### config.mk
export PLATFORM = sky130hd
export DESIGN_NAME = min_heap_priority_queue_unit
export DESIGN_NICKNAME = d
export VERILOG_FILES = /design/src/design/mhpq_pkg.sv /design/src/design/mhpq_ram.sv /design/src/design/min_heap_priority_queue_unit.sv
export SDC_FILE = /design/constraint.sdc
export NUM_CORES = 2
export LEC_CHECK = 0
export ABC_AREA = 1
export BUFFER_PORTS_ARGS = -buffer_cell sky130_fd_sc_hd__buf_4
export CELL_PAD_IN_SITES_DETAIL_PLACEMENT = 2
export CELL_PAD_IN_SITES_GLOBAL_PLACEMENT = 2
export CORE_ASPECT_RATIO = 0.75
export CORE_MARGIN = 1.5
export CORE_UTILIZATION = 45
export DETAILED_ROUTE_END_ITERATION = 6
export PLACE_DENSITY = 0.78
export SLEW_MARGIN = 30
export SYNTH_ARGS = -nofsm -noshare
export SYNTH_HDL_FRONTEND = slang
export SYNTH_SLANG_ARGS = --single-unit
### constraint.sdc
create_clock -name aclk -period 19.6 [get_ports aclk]
set_input_delay 2.94 -clock aclk [delete_from_list [all_inputs] [get_ports aclk]]
set_output_delay 2.94 -clock aclk [all_outputs]
set_load 0.02 [all_outputs]
### src/design/mhpq_pkg.sv
// shared constants for the min-heap priority queue
package mhpq_pkg;

    localparam int CAPACITY  = 64;
    localparam int ADDR_W    = $clog2(CAPACITY);
    localparam int CNT_W     = $clog2(CAPACITY + 1);
    localparam int IDX_W     = CNT_W + 1;
    localparam int KEY_W     = 32;
    localparam int ENTRIES_W = 7;

    // result word: popped_key, was_empty, overflow, min_after, entries
    localparam int RES_BITS   = KEY_W + 1 + 1 + KEY_W + ENTRIES_W;
    localparam int RES_DATA_W = ((RES_BITS + 7) / 8) * 8;

    localparam logic KIND_PUSH = 1'b0;
    localparam logic KIND_POP  = 1'b1;

    localparam logic signed [KEY_W-1:0] KEY_NONE = -32'sd1;

    typedef logic signed [KEY_W-1:0] key_t;

endpackage

### src/design/mhpq_ram.sv
// generic ram, one write port and two registered read ports
module mhpq_ram #(
    parameter int WIDTH = 32,
    parameter int DEPTH = 64
) (
    input  logic                     aclk,
    input  logic                     wr_en,
    input  logic [$clog2(DEPTH)-1:0] wr_addr,
    input  logic [WIDTH-1:0]         wr_data,
    input  logic [$clog2(DEPTH)-1:0] rd_addr_a,
    output logic [WIDTH-1:0]         rd_data_a,
    input  logic [$clog2(DEPTH)-1:0] rd_addr_b,
    output logic [WIDTH-1:0]         rd_data_b
);

    logic [WIDTH-1:0] mem [DEPTH];

    always_ff @(posedge aclk) begin
        if (wr_en) begin
            mem[wr_addr] <= wr_data;
        end
        rd_data_a <= mem[rd_addr_a];
        rd_data_b <= mem[rd_addr_b];
    end

endmodule

### src/design/min_heap_priority_queue_unit.sv
// min-heap priority queue: push or pop one key per request, one result each
//
//   channel | ports                        | contents
//   --------+------------------------------+---------------------------------
//   input   | s_tvalid s_tready s_tdata    | tdata key_in, tuser kind
//           | s_tuser                      |
//   result  | m_tvalid m_tready m_tdata    | popped_key, flags, min, entries
//
// one request at a time; comparators and a two-read-port key ram walk
// the tree, a read state and a compare state per level moved. push: the
// key sifts up from the new leaf toward the root; pop: the last entry is
// loaded and sifts down from the root; a dropped push or an empty pop
// goes straight to the result.
// synchronous active-low reset empties the heap; ram contents are not cleared.
// a stalled result holds in the output register while the next request runs.
module min_heap_priority_queue_unit (
    input  logic                              aclk,
    input  logic                              aresetn,
    input  logic                              s_tvalid,
    output logic                              s_tready,
    input  logic [mhpq_pkg::KEY_W-1:0]        s_tdata,  // [31:0] key_in
    input  logic [0:0]                        s_tuser,  // [0] kind
    output logic                              m_tvalid,
    input  logic                              m_tready,
    // [31:0] popped_key, [32] was_empty, [33] overflow, [65:34] min_after,
    // [72:66] entries, rest zero
    output logic [mhpq_pkg::RES_DATA_W-1:0]   m_tdata
);
    import mhpq_pkg::*;

    localparam logic [2:0] ST_IDLE   = 3'd0;
    localparam logic [2:0] ST_UP_RD  = 3'd1;
    localparam logic [2:0] ST_UP_CMP = 3'd2;
    localparam logic [2:0] ST_POP_RD = 3'd3;
    localparam logic [2:0] ST_POP_LD = 3'd4;
    localparam logic [2:0] ST_DN_RD  = 3'd5;
    localparam logic [2:0] ST_DN_CMP = 3'd6;
    localparam logic [2:0] ST_DONE   = 3'd7;

    logic [2:0]        state_reg, state_next;
    logic [CNT_W-1:0]  count_reg, count_next;
    logic [ADDR_W-1:0] pos_reg, pos_next;
    key_t              key_reg, key_next;
    key_t              popped_reg, popped_next;
    logic              empty_reg, empty_next;
    logic              over_reg, over_next;
    key_t              root_reg;
    logic              m_tvalid_reg;
    logic [RES_DATA_W-1:0] m_tdata_reg;

    logic              wr_en;
    logic [ADDR_W-1:0] wr_addr;
    key_t              wr_data;
    logic [ADDR_W-1:0] rd_addr_a, rd_addr_b;
    logic [KEY_W-1:0]  rd_data_a, rd_data_b;
    key_t              left_key, right_key, best_key;

    logic [IDX_W-1:0]  left_idx, right_idx;
    logic [ADDR_W-1:0] parent_idx;
    logic              left_lt, right_lt, right_ok, req_accept, res_load;
    key_t              min_after;

    mhpq_ram #(
        .WIDTH (KEY_W),
        .DEPTH (CAPACITY)
    ) u_keys (
        .aclk      (aclk),
        .wr_en     (wr_en),
        .wr_addr   (wr_addr),
        .wr_data   (wr_data),
        .rd_addr_a (rd_addr_a),
        .rd_data_a (rd_data_a),
        .rd_addr_b (rd_addr_b),
        .rd_data_b (rd_data_b)
    );

    assign s_tready   = (state_reg == ST_IDLE);
    assign req_accept = s_tvalid && s_tready;
    assign res_load   = (state_reg == ST_DONE) && (!m_tvalid_reg || m_tready);
    assign m_tvalid   = m_tvalid_reg;
    assign m_tdata    = m_tdata_reg;

    assign left_idx   = IDX_W'({pos_reg, 1'b1});
    assign right_idx  = IDX_W'({pos_reg, 1'b0}) + IDX_W'(2);
    assign parent_idx = (pos_reg - ADDR_W'(1)) >> 1;
    assign left_key   = key_t'(rd_data_a);
    assign right_key  = key_t'(rd_data_b);
    assign right_ok   = right_idx < IDX_W'(count_reg);
    // moving key sits in key_reg; the hole at pos_reg holds it logically
    assign left_lt    = left_key < key_reg;
    assign best_key   = left_lt ? left_key : key_reg;
    assign right_lt   = right_ok && (right_key < best_key);
    assign min_after  = (count_reg != '0) ? root_reg : KEY_NONE;

    always_comb begin
        state_next  = state_reg;
        count_next  = count_reg;
        pos_next    = pos_reg;
        key_next    = key_reg;
        popped_next = popped_reg;
        empty_next  = empty_reg;
        over_next   = over_reg;
        wr_en       = 1'b0;
        wr_addr     = pos_reg;
        wr_data     = key_reg;
        rd_addr_a   = parent_idx;
        rd_addr_b   = right_idx[ADDR_W-1:0];
        unique case (state_reg)
            ST_IDLE: begin
                if (req_accept) begin
                    popped_next = KEY_NONE;
                    empty_next  = 1'b0;
                    over_next   = 1'b0;
                    if (s_tuser[0] == KIND_PUSH) begin
                        if (count_reg >= CNT_W'(CAPACITY)) begin
                            over_next  = 1'b1;
                            state_next = ST_DONE;
                        end else begin
                            key_next   = key_t'(s_tdata);
                            pos_next   = count_reg[ADDR_W-1:0];
                            count_next = count_reg + CNT_W'(1);
                            state_next = ST_UP_RD;
                        end
                    end else begin
                        if (count_reg == '0) begin
                            empty_next = 1'b1;
                            state_next = ST_DONE;
                        end else begin
                            popped_next = root_reg;
                            count_next  = count_reg - CNT_W'(1);
                            state_next  = ST_POP_RD;
                        end
                    end
                end
            end
            ST_UP_RD: begin
                if (pos_reg == '0) begin
                    wr_en      = 1'b1;
                    state_next = ST_DONE;
                end else begin
                    state_next = ST_UP_CMP;
                end
            end
            ST_UP_CMP: begin
                wr_en = 1'b1;
                if (left_key > key_reg) begin
                    // parent moves down into the hole
                    wr_data    = left_key;
                    pos_next   = parent_idx;
                    state_next = ST_UP_RD;
                end else begin
                    state_next = ST_DONE;
                end
            end
            ST_POP_RD: begin
                rd_addr_a  = count_reg[ADDR_W-1:0];
                state_next = ST_POP_LD;
            end
            ST_POP_LD: begin
                key_next = left_key;
                pos_next = '0;
                if (count_reg == '0) begin
                    state_next = ST_DONE;
                end else begin
                    state_next = ST_DN_RD;
                end
            end
            ST_DN_RD: begin
                rd_addr_a = left_idx[ADDR_W-1:0];
                if (left_idx >= IDX_W'(count_reg)) begin
                    wr_en      = 1'b1;
                    state_next = ST_DONE;
                end else begin
                    state_next = ST_DN_CMP;
                end
            end
            ST_DN_CMP: begin
                wr_en = 1'b1;
                priority if (right_lt) begin
                    wr_data    = right_key;
                    pos_next   = right_idx[ADDR_W-1:0];
                    state_next = ST_DN_RD;
                end else if (left_lt) begin
                    wr_data    = left_key;
                    pos_next   = left_idx[ADDR_W-1:0];
                    state_next = ST_DN_RD;
                end else begin
                    state_next = ST_DONE;
                end
            end
            ST_DONE: begin
                if (res_load) begin
                    state_next = ST_IDLE;
                end
            end
            default: begin
                state_next = ST_IDLE;
            end
        endcase
    end

    always_ff @(posedge aclk) begin
        if (!aresetn) begin
            state_reg    <= ST_IDLE;
            count_reg    <= '0;
            m_tvalid_reg <= 1'b0;
        end else begin
            state_reg <= state_next;
            count_reg <= count_next;
            if (res_load) begin
                m_tvalid_reg <= 1'b1;
            end else if (m_tready) begin
                m_tvalid_reg <= 1'b0;
            end
        end
    end

    always_ff @(posedge aclk) begin
        pos_reg    <= pos_next;
        key_reg    <= key_next;
        popped_reg <= popped_next;
        empty_reg  <= empty_next;
        over_reg   <= over_next;
        // every root write passes here, so the minimum is kept at hand
        if (wr_en && (wr_addr == '0)) begin
            root_reg <= wr_data;
        end
        if (res_load) begin
            m_tdata_reg <= RES_DATA_W'({ENTRIES_W'(count_reg), min_after,
                                        over_reg, empty_reg, popped_reg});
        end
    end

    // heap never holds more than its capacity
    assert property (@(posedge aclk) disable iff (!aresetn)
        count_reg <= CNT_W'(CAPACITY))
        else $error("entry count above capacity");

    // an accepted push that fits grows the heap by one
    assert property (@(posedge aclk) disable iff (!aresetn)
        (req_accept && (s_tuser[0] == KIND_PUSH) && (count_reg < CNT_W'(CAPACITY)))
        |=> (count_reg == $past(count_reg) + CNT_W'(1)))
        else $error("push did not grow the heap");

    // a result never flags both empty pop and dropped push
    assert property (@(posedge aclk) disable iff (!aresetn)
        m_tvalid |-> !(m_tdata[KEY_W] && m_tdata[KEY_W+1]))
        else $error("both result flags set");

    // an empty heap reports no minimum
    assert property (@(posedge aclk) disable iff (!aresetn)
        (m_tvalid && (m_tdata[2*KEY_W+2 +: ENTRIES_W] == '0))
        |-> (m_tdata[KEY_W+2 +: KEY_W] == KEY_NONE))
        else $error("empty heap reports a minimum");

endmodule
==> results.md <==
* Status: complete, but fails checks
* Failing checks: design-rule violations
* Post-cts sizing count at 0
* Commonest non-fill, non-tap cell in the layout: edfxtp_1
* Post-route design area at about 110000 µm²
* Final Critical Period at roughly 7000 ps
* First-pass GRT wire length at between 600000 and 700000 µm
* Gpl congestion at 0.8732
* Place WS at 12410 ps
* R2R Setup Slk at 12440 ps
* Minimum hold slack at around 420 ps
* Ys async rst share at 0%
* HPWL Detailed at 243300 µm
* CTS tree: done
* CP Data Required Time at 20180 ps
* Final Hold Fails at 0
* Highest cell delay on the worst timing path at 600 ps
* Setup bufs post-CTS at 0
* Top cell family by delay on the critical path: simple AND/OR/NAND/NOR gates
* RSZ-0062 raised after global routing: no
* Most used cell along the critical path: nand2_1
* Hold path depth at 0
* Worst hold path class: flip-flop to flip-flop
* Setup violators final at 0
* Antenna violations before repair at 13
* CP Max Fanout at 65
* Drt via density at between 6 and 7
* Critical path arrival at about 7700 ps
* Ports at 119
* First-pass iteration count of the detailed router at 7
* Post-Syn Instances at 8733
* Buf/Inv on CP at 6
* Most frequent cells in the layout: edfxtp_1 (2225), nor2_1 (1884), o21ai_0 (1230)
* Reg2Reg Depth at 29
* Final Slew Violations at 0
* Sequential area share after synthesis at a little under 70%
* Worst Slack Setup Final at 12440 ps
* Worst-margin pin slew at 1182 ps
* Die Area at 227200 µm²
* DRC Markers at 1
* Site Rows at 150
* Syn avg cell area at roughly 12 µm²
* Setup crit start kind: flip-flop
* Starting density of the core at 45.28%
* Setup TNS at 0 ps
* Maximum clock insertion buffer count at 4
* Wirelength, routed at 448200 µm
* Critical R2R Capture: u_keys.mem[20][0]
* Area Growth Syn to Fin at 11.81%
* Reg clk slew, reported paths at 60 ps
* Clock Sinks at 2300
* Number of synthesized flops with an enable pin at ~2200
* Seq cells post-synth at 2300
* 1st-iter DRT viols at 10400
* Synth cell types at 47
* WL per Instance at 38.19 µm
* Hold_sp: popped_reg[28]
* Highest clock rate at 0.1398 GHz
* CTS root buf: clkbuf_16
* Proportion of layout cells with a drive suffix above 1 at ~9.8%
* Crit end category: flip-flop
* MaxCap Viol Count at 0
* Core area at ~220000 µm²
* Largest net degree at the start of global routing at 185
* Overflow left after global routing at 0
* Via count at 81330
* Post-synthesis cell area at 101000 µm²
* Slowest CP cell: buf_4
* Worst slew margin at 20.40%
* GRT Total Usage at 38.79%
* H-Tree Depth at 4
* Number of global-route vias before repair at 84890
* Final #Nets at 8707
* FF-to-FF Start: key_reg[11]
* Yosys warnings at 0
* Top FF cell, synth: edfxtp_1
* Total CTS buffers at 236
* Largest register FFs at between 2000 and 2500
* Die X-Extent at 549.9 µm
* Port Buffers at 111
* Die Height at between 400 and 500 µm
* CP Class: flip-flop to flip-flop
* End of the worst hold path: m_tdata[28]
* Clock Skews at 63.95 ps
* Final worst-path cycle share at 36.51%
* Clk Latency, worst-skew pair at 920 ps
* Fillers at 21490
* Cell area after placement at 105600 µm²
* Hold-fix buffers at CTS at 0
* Routed Antenna Nets at 0
* Worst setup path start: key_reg[11]
[cell families (layout without fill, tap and decap cells)]
group                      count (synthesis)  count (layout)  synth area share, %
buffers and inverters                    883             913                3.411
other                                      1              10             0.003715
and+or+nand+nor                         2738            2738                10.61
DFF                                     2300            2300                67.67
AOI/OAI and AO/OA                       2717            2717                17.18
xor gates and xnor gates                  10              10              0.08676
adders and majority gates                 84              84                1.049
[layer usage]
metal / vias to the layer above / track usage (%) / wire length [µm]
li1: 32390 / - / -
met1: 42780 / 49.72 / 169400
met2: 4845 / 61.00 / 204000
met3: 1309 / 7.868 / 43860
met4: 14 / 23.41 / 30780
met5: - / 0 / 109
[cell usage after synthesis, types with 2 or more instances]
| cell type | number | area (µm²) |
|---|---|---|
| a31oi_1 | 34 | 212.7 |
| o221ai_1 | 164 | 1436 |
| o21a_1 | 2 | 15.01 |
| a32o_1 | 96 | 960.9 |
| ha_1 | 83 | 1039 |
| xor2_1 | 9 | 78.83 |
| nor2_1 | 1956 | 7342 |
| a211oi_1 | 5 | 37.54 |
| buf_4 | 10 | 75.07 |
| o21bai_1 | 22 | 165.2 |
| a221oi_1 | 2 | 17.52 |
| clkbuf_1 | 598 | 2245 |
| buf_2 | 55 | 275.3 |
| a32oi_1 | 32 | 280.3 |
| buf_1 | 45 | 168.9 |
| nand2_1 | 580 | 2177 |
| inv_1 | 159 | 596.8 |
| o211ai_1 | 205 | 1539 |
| o21ai_0 | 1242 | 6216 |
| clkinv_1 | 8 | 30.03 |
| nand2_2 | 3 | 18.77 |
| a21boi_0 | 2 | 15.01 |
| nand4_1 | 12 | 75.07 |
| inv_2 | 5 | 18.77 |
| nand3_1 | 81 | 405.4 |
| or2_2 | 97 | 606.8 |
| buf_6 | 3 | 33.78 |
| nor3_1 | 4 | 20.02 |
| o22ai_1 | 163 | 1020 |
| o311ai_0 | 38 | 332.8 |
| dfxtp_1 | 75 | 1501 |
| o311ai_1 | 13 | 113.9 |
| o21ai_1 | 63 | 315.3 |
| o32ai_1 | 394 | 3451 |
| edfxtp_1 | 2225 | 66810 |
| a21oi_1 | 237 | 1186 |
[how the worst max path moves through the flow]
stage          cells after the start                 to  slack (ps)
2_1_floorplan                     26        root_reg[4]       12950
3_3_place_gp                      29   u_keys.mem[1][0]       12810
3_5_place_dp                      28   u_keys.mem[1][0]       12410
4_1_cts                           28  u_keys.mem[20][0]       12240
5_1_grt                           30  u_keys.mem[20][0]       12180
6_report                          29  u_keys.mem[20][0]       12440
[per-stage QoR]
| stage | instances | util [%] |
|---|---|---|
| final | 11740 | 50.63 |
| after global routing | 11730 | 50.62 |
| after CTS | 11730 | 50.60 |
| after detailed placement | 11310 | 47.35 |
| after global placement | 11310 | 47.30 |
| after floorplan | 8739 | - |
[area by class of cell]
type | instances | area (µm²) | share of cell area, %
inverter | 172 | 705.7 | 0.6252
sequential | 2300 | 68320 | 60.52
multi-input combinational | 5556 | 30190 | 26.74
clock buffer | 308 | 6330 | 5.608
tap | 2964 | 3709 | 3.285
clock inverter | 113 | 918.4 | 0.8136
timing repair buffer | 320 | 2709 | 2.400
antenna | 3 | 7.507 | 0.006651
Power is left out: the tool's default activity adds up to more than one toggle a clock period on the data nets, which glitch-free logic cannot reach.
